==> src/hw/rtl/ptt_pkg.sv <==
// ptt_pkg: shared types, field widths and codes for the page table translator
// no dependencies; imported by ptt_ctrl, ptt_datapath and page_table_translate
package ptt_pkg;

    // field widths
    localparam int PAGE_W   = 6;
    localparam int OFFSET_W = 12;
    localparam int FRAME_W  = 5;
    localparam int PSIZE_W  = 13;
    localparam int ADDR_W   = 17;
    localparam int ENTRY_W  = 9;
    localparam int IN_W     = 32;
    localparam int OUT_W    = 32;

    // entry layout
    localparam int BIT_PRESENT    = 5;
    localparam int BIT_PROTECT    = 6;
    localparam int BIT_MODIFIED   = 7;
    localparam int BIT_REFERENCED = 8;

    localparam logic [ENTRY_W-1:0] ENTRY_ONES    = '1;
    localparam logic [ADDR_W-1:0]  ADDR_MAX      = '1;
    localparam logic [PSIZE_W-1:0] PAGE_SIZE_RST = 13'd4096;
    localparam int                 PAGES_DEF     = 64;

    typedef enum logic [1:0] {
        KIND_TRANSLATE = 2'd0,
        KIND_MAP       = 2'd1,
        KIND_READ      = 2'd2,
        KIND_UPDATE    = 2'd3
    } t_kind;

    typedef enum logic [1:0] {
        STS_OK       = 2'd0,
        STS_UNMAPPED = 2'd1,
        STS_PROTECT  = 2'd2,
        STS_FAULT    = 2'd3
    } t_status;

    typedef enum logic {
        ST_IDLE = 1'b0,
        ST_EXEC = 1'b1
    } t_state;

    // controller -> datapath
    typedef struct packed {
        logic capture;  // latch word and launch table read
        logic commit;   // write back entry and load output register
    } t_cmd;

    // datapath -> controller
    typedef struct packed {
        logic out_full; // output register holds a word not taken this cycle
    } t_stat;

endpackage

==> src/hw/rtl/page_table_translate.sv <==
// page_table_translate: top level of the single-level page table translator
// depends on ptt_pkg, ptt_ctrl and ptt_datapath
//
// channel   dir  handshake                         payload
// s_axis    in   s_axis_tvalid / s_axis_tready     tuser kind, tdata request word
// m_axis    out  m_axis_tvalid / m_axis_tready     tdata result word
// cfg       in   i_cfg_valid / o_cfg_ready         i_cfg_data page size
//
// each word takes a registered table read, then the update, address multiply-add
// and write back through the single table port
// the output register lets the next word be taken while a result waits
// if the result is not taken the block holds in its update cycle
// reset (synchronous, active low) clears all mapped bits and sets page size to 4096
// the config port is always ready; the user must write it only while the block is idle (not enforced)
module page_table_translate
    import ptt_pkg::*;
#(
    parameter int PAGES = PAGES_DEF
) (
    input  logic             i_clk,
    input  logic             i_rst_n,
    // request words
    input  logic             s_axis_tvalid,
    output logic             s_axis_tready,
    // tdata: page_number[5:0], offset[17:6], write_access[18], frame_number[23:19],
    //        protect[24], absent[25], zero[31:26]
    input  logic [IN_W-1:0]  s_axis_tdata,
    // tuser: kind[1:0]
    input  logic [1:0]       s_axis_tuser,
    // result words
    output logic             m_axis_tvalid,
    input  logic             m_axis_tready,
    // tdata: status[1:0], physical_address[18:2], referenced[19], modified[20],
    //        read_only[21], present[22], frame[27:23], zero[31:28]
    output logic [OUT_W-1:0] m_axis_tdata,
    // page size register
    input  logic             i_cfg_valid,
    output logic             o_cfg_ready,
    input  logic [PSIZE_W-1:0] i_cfg_data
);

    t_cmd  cmd;
    t_stat stat;

    assign o_cfg_ready = 1'b1;

    ptt_ctrl u_ctrl (
        .i_clk      (i_clk),
        .i_rst_n    (i_rst_n),
        .i_in_valid (s_axis_tvalid),
        .o_in_ready (s_axis_tready),
        .i_stat     (stat),
        .o_cmd      (cmd)
    );

    ptt_datapath #(
        .PAGES (PAGES)
    ) u_datapath (
        .i_clk       (i_clk),
        .i_rst_n     (i_rst_n),
        .i_cmd       (cmd),
        .o_stat      (stat),
        .i_kind      (t_kind'(s_axis_tuser)),
        .i_page      (s_axis_tdata[5:0]),
        .i_offset    (s_axis_tdata[17:6]),
        .i_write     (s_axis_tdata[18]),
        .i_frame     (s_axis_tdata[23:19]),
        .i_protect   (s_axis_tdata[24]),
        .i_absent    (s_axis_tdata[25]),
        .i_cfg_we    (i_cfg_valid),
        .i_cfg_data  (i_cfg_data),
        .i_out_ready (m_axis_tready),
        .o_out_valid (m_axis_tvalid),
        .o_out_data  (m_axis_tdata)
    );

endmodule

==> src/hw/rtl/ptt_ctrl.sv <==
// ptt_ctrl: two-state sequencer for the page table translator
// depends on ptt_pkg (t_state, t_cmd, t_stat)
module ptt_ctrl
    import ptt_pkg::*;
(
    input  logic  i_clk,
    input  logic  i_rst_n,
    input  logic  i_in_valid,
    output logic  o_in_ready,
    input  t_stat i_stat,
    output t_cmd  o_cmd
);

    t_state r_state;
    t_state n_state;

    always_ff @(posedge i_clk) begin
        if (!i_rst_n) begin
            r_state <= ST_IDLE;
        end else begin
            r_state <= n_state;
        end
    end

    always_comb begin
        n_state = r_state;
        unique case (r_state)
            ST_IDLE: begin
                if (i_in_valid) begin
                    n_state = ST_EXEC;
                end
            end
            ST_EXEC: begin
                if (!i_stat.out_full) begin
                    n_state = ST_IDLE;
                end
            end
            default: n_state = ST_IDLE;
        endcase
    end

    always_comb begin
        o_in_ready     = 1'b0;
        o_cmd.capture  = 1'b0;
        o_cmd.commit   = 1'b0;
        unique case (r_state)
            ST_IDLE: begin
                o_in_ready    = 1'b1;
                o_cmd.capture = i_in_valid;
            end
            ST_EXEC: begin
                o_cmd.commit = !i_stat.out_full;
            end
            default: begin
                o_in_ready = 1'b0;
            end
        endcase
    end

    a_capture_to_exec: assert property (@(posedge i_clk) disable iff (!i_rst_n)
        o_cmd.capture |=> r_state == ST_EXEC)
        else $error("capture did not move to exec");

    a_hold_when_full: assert property (@(posedge i_clk) disable iff (!i_rst_n)
        (r_state == ST_EXEC && i_stat.out_full) |=> r_state == ST_EXEC)
        else $error("left exec while output register was full");

    a_commit_in_exec: assert property (@(posedge i_clk) disable iff (!i_rst_n)
        o_cmd.commit |-> r_state == ST_EXEC)
        else $error("commit outside exec");

endmodule

==> src/hw/rtl/ptt_datapath.sv <==
// ptt_datapath: page table memory, mapped bits, translation arithmetic and output register
// depends on ptt_pkg (widths, entry layout, kind and status codes, t_cmd, t_stat)
module ptt_datapath
    import ptt_pkg::*;
#(
    parameter int PAGES = PAGES_DEF
) (
    input  logic                i_clk,
    input  logic                i_rst_n,
    input  t_cmd                i_cmd,
    output t_stat               o_stat,
    // input word fields
    input  t_kind               i_kind,
    input  logic [PAGE_W-1:0]   i_page,
    input  logic [OFFSET_W-1:0] i_offset,
    input  logic                i_write,
    input  logic [FRAME_W-1:0]  i_frame,
    input  logic                i_protect,
    input  logic                i_absent,
    // configuration
    input  logic                i_cfg_we,
    input  logic [PSIZE_W-1:0]  i_cfg_data,
    // output register
    input  logic                i_out_ready,
    output logic                o_out_valid,
    output logic [OUT_W-1:0]    o_out_data
);

    localparam int REACH = 2 ** PAGE_W;
    localparam int DEPTH = (PAGES < REACH) ? PAGES : REACH;
    localparam int IDX_W = $clog2(DEPTH);

    logic [ENTRY_W-1:0] r_mem [DEPTH];
    logic [DEPTH-1:0]   r_mapped;
    logic [PSIZE_W-1:0] r_page_size;

    // captured word
    t_kind               r_kind;
    logic [IDX_W-1:0]    r_idx;
    logic                r_in_range;
    logic                r_hit;
    logic [OFFSET_W-1:0] r_offset;
    logic                r_write;
    logic [FRAME_W-1:0]  r_frame;
    logic                r_protect;
    logic                r_absent;
    logic [ENTRY_W-1:0]  r_rd_entry;

    // output register
    logic                r_out_valid;
    t_status             r_out_status;
    logic [ADDR_W-1:0]   r_out_addr;
    logic [ENTRY_W-1:0]  r_out_entry;

    logic [IDX_W-1:0]    in_idx;
    logic                in_range;
    logic [ENTRY_W-1:0]  cur_e;
    logic [ENTRY_W-1:0]  n_e;
    t_status             n_status;
    logic                n_addr_sel;
    logic                mem_we;
    logic                map_we;
    logic [FRAME_W+PSIZE_W-1:0] prod;
    logic [FRAME_W+PSIZE_W:0]   sum;
    logic [ADDR_W-1:0]   addr_sat;

    assign in_idx   = IDX_W'(i_page);
    assign in_range = ({{(32-PAGE_W){1'b0}}, i_page} < 32'(PAGES));

    always_ff @(posedge i_clk) begin
        if (!i_rst_n) begin
            r_page_size <= PAGE_SIZE_RST;
        end else if (i_cfg_we) begin
            r_page_size <= i_cfg_data;
        end
    end

    // capture the word and read the table
    always_ff @(posedge i_clk) begin
        if (i_cmd.capture) begin
            r_kind     <= i_kind;
            r_idx      <= in_idx;
            r_in_range <= in_range;
            r_hit      <= in_range && r_mapped[in_idx];
            r_offset   <= i_offset;
            r_write    <= i_write;
            r_frame    <= i_frame;
            r_protect  <= i_protect;
            r_absent   <= i_absent;
            r_rd_entry <= r_mem[in_idx];
        end
    end

    // entry update and status
    always_comb begin
        cur_e      = r_hit ? r_rd_entry : ENTRY_ONES;
        n_e        = cur_e;
        n_status   = STS_OK;
        n_addr_sel = 1'b0;
        mem_we     = 1'b0;
        map_we     = 1'b0;
        if (r_kind == KIND_MAP) begin
            n_e = {2'b00, r_protect, 1'b1, r_frame};
            mem_we = r_in_range;
            map_we = r_in_range;
        end else if (!r_hit) begin
            n_status = STS_UNMAPPED;
        end else begin
            unique case (r_kind)
                KIND_TRANSLATE: begin
                    if (!cur_e[BIT_PRESENT]) begin
                        n_status = STS_FAULT;
                    end else if (cur_e[BIT_PROTECT] && r_write) begin
                        n_status = STS_PROTECT;
                    end else begin
                        n_e[BIT_REFERENCED] = 1'b1;
                        if (r_write) begin
                            n_e[BIT_MODIFIED] = 1'b1;
                        end
                        n_addr_sel = 1'b1;
                        mem_we     = 1'b1;
                    end
                end
                KIND_UPDATE: begin
                    if (r_absent) begin
                        n_e[BIT_PRESENT] = 1'b0;
                    end else begin
                        n_e[BIT_REFERENCED] = 1'b1;
                        if (r_write) begin
                            n_e[BIT_MODIFIED] = 1'b1;
                        end
                    end
                    mem_we = 1'b1;
                end
                KIND_READ: begin
                    n_status = STS_OK;
                end
                default: begin
                    n_status = STS_OK;
                end
            endcase
        end
    end

    // frame * page_size + offset, saturating
    assign prod     = (FRAME_W+PSIZE_W)'(n_e[FRAME_W-1:0]) * (FRAME_W+PSIZE_W)'(r_page_size);
    assign sum      = (FRAME_W+PSIZE_W+1)'(prod) + (FRAME_W+PSIZE_W+1)'(r_offset);
    assign addr_sat = (sum > (FRAME_W+PSIZE_W+1)'(ADDR_MAX)) ? ADDR_MAX : sum[ADDR_W-1:0];

    always_ff @(posedge i_clk) begin
        if (i_cmd.commit && mem_we) begin
            r_mem[r_idx] <= n_e;
        end
    end

    always_ff @(posedge i_clk) begin
        if (!i_rst_n) begin
            r_mapped <= '0;
        end else if (i_cmd.commit && map_we) begin
            r_mapped[r_idx] <= 1'b1;
        end
    end

    always_ff @(posedge i_clk) begin
        if (!i_rst_n) begin
            r_out_valid <= 1'b0;
        end else if (i_cmd.commit) begin
            r_out_valid <= 1'b1;
        end else if (i_out_ready) begin
            r_out_valid <= 1'b0;
        end
    end

    always_ff @(posedge i_clk) begin
        if (i_cmd.commit) begin
            r_out_status <= n_status;
            r_out_addr   <= n_addr_sel ? addr_sat : '0;
            r_out_entry  <= n_e;
        end
    end

    assign o_stat.out_full = r_out_valid && !i_out_ready;
    assign o_out_valid     = r_out_valid;
    assign o_out_data      = {4'b0000,
                              r_out_entry[FRAME_W-1:0],
                              r_out_entry[BIT_PRESENT],
                              r_out_entry[BIT_PROTECT],
                              r_out_entry[BIT_MODIFIED],
                              r_out_entry[BIT_REFERENCED],
                              r_out_addr,
                              r_out_status};

    a_map_sets_mapped: assert property (@(posedge i_clk) disable iff (!i_rst_n)
        (i_cmd.commit && map_we) |=> r_mapped[$past(r_idx)])
        else $error("map did not set the mapped bit");

    a_addr_only_ok: assert property (@(posedge i_clk) disable iff (!i_rst_n)
        (r_out_valid && r_out_status != STS_OK) |-> r_out_addr == '0)
        else $error("nonzero address with failing status");

    a_unmapped_ones: assert property (@(posedge i_clk) disable iff (!i_rst_n)
        (r_out_valid && r_out_status == STS_UNMAPPED) |-> r_out_entry == ENTRY_ONES)
        else $error("unmapped result does not read as all ones");

endmodule

==> config.mk <==
export PLATFORM = sky130hd
export DESIGN_NAME = page_table_translate
export DESIGN_NICKNAME = d
export VERILOG_FILES = /design/src/hw/rtl/ptt_pkg.sv /design/src/hw/rtl/page_table_translate.sv /design/src/hw/rtl/ptt_ctrl.sv /design/src/hw/rtl/ptt_datapath.sv
export SDC_FILE = /design/constraint.sdc
export NUM_CORES = 1
export LEC_CHECK = 0
export BUFFER_PORTS_ARGS = -buffer_cell sky130_fd_sc_hd__buf_4
export CAP_MARGIN = 20
export CORE_MARGIN = 2
export CORE_UTILIZATION = 52
export DETAILED_ROUTE_END_ITERATION = 10
export GPL_ROUTABILITY_DRIVEN = 0
export GPL_TIMING_DRIVEN = 0
export PLACE_DENSITY = 0.68
export REMOVE_ABC_BUFFERS = 1
export SYNTH_ARGS = -nofsm -noshare
export SYNTH_HDL_FRONTEND = slang
export SYNTH_SLANG_ARGS = --single-unit
==> constraint.sdc <==
create_clock -name i_clk -period 6.9 [get_ports i_clk]
set_input_delay 1.035 -clock i_clk [delete_from_list [all_inputs] [get_ports i_clk]]
set_output_delay 1.035 -clock i_clk [all_outputs]
set_load 0.005 [all_outputs]
=== Word level (Yosys, flattened, before mapping) ===
Memory sizes are Yosys's and may differ from the RTL's. A register that Yosys moved wholly into a read port is not among the register bits.
Index checks and enable logic that the tools add are counted.

* Register bits after elaboration: 136
* Latch bits: 0
* Bits in writable memories: 576
* ROM bits: 0
* Memories kept: 1

* $add $sub $neg: 1
* Multiply operators: 1
* Div/mod/pow operators: 0
* Magnitude comparators: 4
* Equal/unequal tests: 2
* Shifts and indexed selects: 0
* Mux-type cells: 42
* Bitwise gates (word level): 4
* Reductions and logical operators: 10

{| class="wikitable"
|+ Memories
! memory !! depth !! width !! read ports !! clocked after memory_dff !! wr ports !! line !! text
|-
| u_datapath.r_mem || 64 || 9 || 1 || 1 || 1 || ptt_datapath.sv:33 || <nowiki>logic [ENTRY_W-1:0] r_mem [DEPTH];</nowiki>
|}

{| class="wikitable"
|+ Operator list
! operator !! count
|-
| bitwise OR 64 bit || 1
|-
| two-way mux 1 bit || 27
|-
| adder 18 x 12 -> 19 bit || 1
|-
| greater-than comparator 19 x 17 -> 1 bit (second input constant) || 1
|-
| multiplier 5 x 13 -> 18 bit || 1
|-
| two-way mux 17 bit || 1
|-
| less-than comparator 6 x 7 -> 1 bit (second input constant) || 2
|-
| two-way mux 2 bit || 7
|-
| two-way mux 9 bit || 1
|-
| binary-select mux 1 bit (select 6 bit) || 1
|-
| demux 1 bit (select 6 bit) || 1
|-
| greater-or-equal comparator 6 x 1 -> 1 bit (second input constant) || 1
|-
| logical AND 1 bit || 5
|-
| two-way mux 5 bit || 1
|-
| one-hot mux 1 bit (2 select lines) || 2
|-
| one-hot mux 2 bit (2 select lines) || 1
|-
| inverter 1 bit || 3
|-
| OR reduction 3 bit || 1
|-
| equality test 2 x 1 -> 1 bit (second input constant) || 1
|-
| equality test 2 bit (second input constant) || 1
|-
| zero test 1 bit || 2
|-
| zero test 2 bit || 1
|-
| nonzero test 2 bit || 1
|}

=== Logic depth before layout (Yosys ltp) ===
* Depth in word-level cells: 10
* Gate-level depth with buffers: 23
* Gate-level depth less buffers: 19

=== Cells and area by module ===
From an unflattened synthesis, not the netlist that was laid out.

* Cells, all modules: 1662
* Area, all modules: 30224.0 um^2

{| class="wikitable"
|+ By module, submodules not included
! module !! instances !! cells each !! area an instance (um^2) !! sequential area each (um^2)
|-
| ptt_datapath || 1 || 1654 || 30165.2 || 20840.0
|-
| ptt_ctrl || 1 || 6 || 47.5 || 20.0
|-
| page_table_translate || 1 || 2 || 11.3 || 0.0
|}

=== Worst setup path after synthesis ===
No wires, ideal clock.

* Path type: register -> register
* Start point: reg u_datapath.r_kind[1]
* End point: reg u_datapath.r_out_addr[15] (data pin)
* Setup time: 0.264 ns
* Data arrival time: 5.935 ns
* Path slack: 0.701 ns
* Stages on the path, launching flop included: 22
* Path buffers: 2
* Cells stage by stage: edfxtp_1 inv_1 ha_1 nand2b_1 clkbuf_1 nor2_1 a21oi_1 clkbuf_1 nand2_1 fa_1 inv_1 fa_1 inv_1 fa_1 inv_1 ha_1 a21oi_1 o211ai_1 a21o_1 a211oi_1 o21ai_1 o41a_1

* Cells in the longest elaborated chain, start to end: 6
* Elaborated cells on any way between the ends: 10
* Those cells by class: add/sub: 1; mul: 1; order compare: 1; eq/ne: 1; mux: 5; reduce/logical: 1

{| class="wikitable"
|+ RTL lines
! item !! line !! text
|-
| from (decl) || ptt_datapath.sv:38 || <nowiki>t_kind r_kind;</nowiki>
|-
| from (signal assigned) || ptt_datapath.sv:81 || <nowiki>r_kind <= i_kind;</nowiki>
|-
| equality test 2 x 1 -> 1 bit * || ptt_datapath.sv:102 || <nowiki>if (r_kind == KIND_MAP) begin</nowiki>
|-
| two-way mux 5 bit * || ptt_datapath.sv:102 ||
|-
| via u_datapath.n_e[0] || ptt_datapath.sv:58 || <nowiki>logic [ENTRY_W-1:0] n_e;</nowiki>
|-
| multiplier 5 x 13 -> 18 bit * || ptt_datapath.sv:146 || <nowiki>assign prod = (FRAME_W+PSIZE_W)'(n_e[FRAME_W-1:0]) * (FRAME_W+PSIZE_W)'(r_page_size);</nowiki>
|-
| adder 18 x 12 -> 19 bit * || ptt_datapath.sv:147 || <nowiki>assign sum = (FRAME_W+PSIZE_W+1)'(prod) + (FRAME_W+PSIZE_W+1)'(r_offset);</nowiki>
|-
| greater-than comparator 19 x 17 -> 1 bit || ptt_datapath.sv:148 || <nowiki>assign addr_sat = (sum > (FRAME_W+PSIZE_W+1)'(ADDR_MAX)) ? ADDR_MAX : sum[ADDR_W-1:0];</nowiki>
|-
| two-way mux 17 bit * || ptt_datapath.sv:148 ||
|-
| to (signal assigned) || ptt_datapath.sv:177 || <nowiki>r_out_addr <= n_addr_sel ? addr_sat : '0;</nowiki>
|-
| to (decl) || ptt_datapath.sv:52 || <nowiki>logic [ADDR_W-1:0] r_out_addr;</nowiki>
|}

The timed path passes the listed nets; every way through them passes the cells marked *.
A chain may end at the register's enable or synchronous reset.

=== Final worst setup path ===
* Start point: reg u_datapath.r_kind[1]
* End point: reg u_datapath.r_out_addr[15] (data pin)

* Cells in the longest elaborated chain, start to end: 6
* Elaborated cells on any way between the ends: 10
* Those cells by class: add/sub: 1; mul: 1; order compare: 1; eq/ne: 1; mux: 5; reduce/logical: 1

{| class="wikitable"
|+ RTL lines
! item !! line
|-
| equality test 2 x 1 -> 1 bit || ptt_datapath.sv:102
|-
| two-way mux 5 bit || ptt_datapath.sv:102
|-
| multiplier 5 x 13 -> 18 bit || ptt_datapath.sv:146
|-
| adder 18 x 12 -> 19 bit || ptt_datapath.sv:147
|-
| greater-than comparator 19 x 17 -> 1 bit || ptt_datapath.sv:148
|-
| two-way mux 17 bit || ptt_datapath.sv:148
|}

Several ways; a longest one is shown, not always the timed one.

==> flow_summary_export.csv <==
group,metric,value,unit
floorplan,io_pins,87,
timing,finalCriticalPeriod,6.43,ns
drt,via_per_inst,5.93,
synth,syn_area,30200,sq um
synth,synth-seq-cells,721,
clock_tree,root_buffer,"clkbuf_16",
setup_path,startpoint_type,"flip-flop",
power,p_leak,11.4,nW
cells_and_area,layout.core_utilization,0.596,
status,outcome,"finished clean",
timing,finalSetupViolations,0,
global_route,grt_pass1_wl,99.4,mm
timing,final.setup_skew,0.0175,ns
placement,dpl.hpwl,41.7,mm
power,power,0.00990,W
floorplan,die_y,245,microns
timing,worst_slack,0.471,ns
drt,first_iter_violations,1397,
floorplan,core_area,57600,sq um
floorplan,fp.dieArea,60100,sq um
cells_and_area,drive_above_1_share,0.232,
floorplan,start_util,0.525,
power,vdd_drop_max,0.211,mV
synth,synth_top_area_cell,"edfxtp_1",
clock_tree,h-tree-depth,3,
timing,fmax,156,MHz
clock_tree,clock_path_buffers,3,
cells_and_area,fin_nets,1879,
synth,synthCells,1667,
floorplan,die_width,245,microns
setup_path,endpoint_kind,"flip-flop",
global_route,grt-ovfl-total,0,
timing,rsz0062_at_grt,"no",
placement,place_ws,-0.142,ns
placement,dp_cells,2435,
cells_and_area,antennaDiodeCount,0,
drt,dr.pass1.iters,5,
synth,yosysUniqueCellTypes,47,
run,cap_violations,0,
timing,slew_headroom,0.269,
setup_path,cp.required,7.25,ns
min_path,hp-class,"flip-flop to flip-flop",
setup_path,crit_arrival,6.78,ns
cells_and_area,final_cells,2573,
timing,tightest_slew,1.09,ns
global_route,antenna_found_initial,0,
clock_tree,path_clk_slew,0.06,ns
drt,wirelength,66.2,mm
drt,wl_per_cell,25.7,microns
drt,vias,15246,
timing,post-route-period-util,0.932,
clock_tree,hold_buffers,0,
setup_path,path_class,"flip-flop to flip-flop",
clock_tree,clock_latency,0.61,ns
global_route,grt_pass1_vias,15897,
placement,portBuffers,75,
cells_and_area,area.growth.synth_to_final,13.6,%
synth,postSynth.asyncResetShare,0,
global_route,grt_start_max_net_pins,102,
synth,syn_area_per_cell,18.1,sq um
drt,ant_nets,0,
synth,synth_top_cell_area_share,0.638,
power,power_density,288,nW/um^2
drt,drc,0,
global_route,grtUsageTotal,0.225,
timing,hold_viol_final,0,
synth,synth-seq-area-share,0.690,
synth,synth_edf_count,642,
synth,synth_area_leaders,"edfxtp_1 64%, mux4_2 15%, dfxtp_1 5.2%",
clock_tree,numCtsBuffers,75,
clock_tree,cts.sinks,721,
setup_path,rrSetupSlack,0.47,ns
synth,synthFlopType,"edfxtp_1",
floorplan,row_count,88,
synth,yosys_warnings,0,
clock_tree,cts_tree,"built",
timing,maxSlewViolCount,0,
setup_path,cp_max_fo,34,
## sequential cells by signal, indices dropped and copies added, names as in the netlist, 2 cells and up
signal and cells:
u_datapath.r_frame 5, u_datapath.r_idx 6, u_datapath.r_kind 2, u_datapath.r_mapped 64, u_datapath.r_mem 576, u_datapath.r_offset 12
u_datapath.r_out_addr 17, u_datapath.r_out_entry 9, u_datapath.r_out_status 2, u_datapath.r_page_size 13, u_datapath.r_rd_entry 9
## critical path, stage by stage, from the launching register on
cell	delay (ns)
edfxtp_1	0.41
inv_1	0.13
ha_4	0.39
nand2b_1	0.47
nor2_1	0.14
a21oi_4	0.52
buf_12	0.27
nand2_1	0.10
fa_1	0.56
fa_1	0.43
fa_1	0.49
inv_1	0.04
ha_1	0.21
a211oi_1	0.39
o211ai_1	0.27
a21o_1	0.23
a211oi_1	0.26
o21ai_1	0.16
buf_4	0.22
o41a_1	0.44
## cells in the mapped netlist, types with 10 or more instances
| cell | count |
|---|---|
| inv_1 | 62 |
| nand2_1 | 46 |
| edfxtp_1 | 642 |
| buf_6 | 11 |
| nand3_1 | 11 |
| a21oi_1 | 24 |
| nand2b_1 | 14 |
| and2_1 | 45 |
| nor2b_1 | 16 |
| nor2_1 | 162 |
| o21a_1 | 81 |
| mux2i_1 | 14 |
| fa_1 | 45 |
| dfxtp_1 | 79 |
| o22ai_1 | 20 |
| buf_1 | 10 |
| mux4_2 | 200 |
| clkbuf_1 | 64 |
| ha_1 | 33 |
## layout by cell type, fill, tap and decap left out, types with 3 or more instances in the layout
| master | n |
|---|---|
| or3_1 | 3 |
| inv_1 | 62 |
| a211oi_1 | 7 |
| conb_1 | 5 |
| or3b_2 | 3 |
| and2_1 | 45 |
| a21oi_1 | 19 |
| clkbuf_1 | 12 |
| nand2_1 | 46 |
| bufinv_16 | 5 |
| nand3b_1 | 7 |
| mux2i_1 | 13 |
| clkbuf_16 | 78 |
| nand4_1 | 3 |
| mux4_2 | 200 |
| dfxtp_1 | 79 |
| fa_1 | 45 |
| a21oi_4 | 5 |
| buf_12 | 10 |
| xnor2_1 | 5 |
| ha_1 | 32 |
| nand2b_1 | 14 |
| o21a_1 | 81 |
| o22ai_1 | 20 |
| clkinvlp_4 | 3 |
| a21o_1 | 5 |
| buf_4 | 75 |
| buf_16 | 12 |
| o21ai_0 | 9 |
| clkinv_1 | 23 |
| xor2_1 | 7 |
| nor2_1 | 162 |
| edfxtp_1 | 642 |
| nand3_1 | 11 |
| nor2b_1 | 15 |
| clkinv_2 | 12 |
## metrics by stage
stage                     instance area [sq um]  hold WS (ns)  setup TNS [ns]
after floorplan                           29800         0.435           -4.30
after global placement                    31300         0.441          -73.96
after detailed placement                  32000         0.452          -0.142
after CTS                                 34300         0.465               0
after global routing                      34300         0.482               0
final                                     34300         0.461               0
## routing by layer
| metal | routed length, microns | track usage | up-vias |
|---|---|---|---|
| met4 | 2080 | 0.0832 | 0 |
| met1 | 27500 | 0.310 | 7977 |
| met5 | 0 | 0 | - |
| met3 | 4180 | 0.0426 | 123 |
| met2 | 32400 | 0.361 | 502 |
| li1 | - | - | 6644 |
## kinds of logic (layout without fill, tap and decap cells)
| logic type | Yosys count | count (layout) | share of synthesized area |
|---|---|---|---|
| and+or+nand+nor | 315 | 315 | 0.0483 |
| buffers and inverters | 161 | 298 | 0.0237 |
| muxes | 214 | 214 | 0.154 |
| xor gates and xnor gates | 12 | 12 | 0.00348 |
| DFF | 721 | 721 | 0.690 |
| AOI/OAI and AO/OA | 164 | 165 | 0.0373 |
| adders and majority gates | 78 | 78 | 0.0435 |
| other | 2 | 5 | 0.000248 |
## path summary, 6_finish.rpt
kind	to	depth (start not counted)	startpoint
min reg2reg	u_datapath.r_mapped[45]	1	u_datapath.r_mapped[45]
min	u_datapath.r_mapped[45]	1	u_datapath.r_mapped[45]
max	u_datapath.r_out_addr[15]	19	u_datapath.r_kind[1]
max reg2reg	u_datapath.r_out_addr[15]	19	u_datapath.r_kind[1]
## cell type report
class	instances	area [sq um]
Multi-Input combinational cell	789	8800
Sequential cell	721	20900
Timing Repair Buffer	100	1130
Tap cell	765	957
Fill cell	4122	23200
Clock inverter	44	335
Inverter	62	233
Clock buffer	92	2020
## what timing repair did
action / CTS / global route
cloned: 0 / 1
buffers inserted: 0 / 1
endpoints found under the setup margin: 1 / 1
gates resized for setup: 1 / 1
endpoints found under the hold margin: 0 / 0
## where the power goes
| part | switching [W] | internal (W) |
|---|---|---|
| Clock | 0.00163 | 0.00227 |
| Sequential | 0.0000259 | 0.00485 |
| Combinational | 0.000680 | 0.000455 |
| Total | 0.00234 | 0.00757 |
Power figures use the tool's default switching activity.
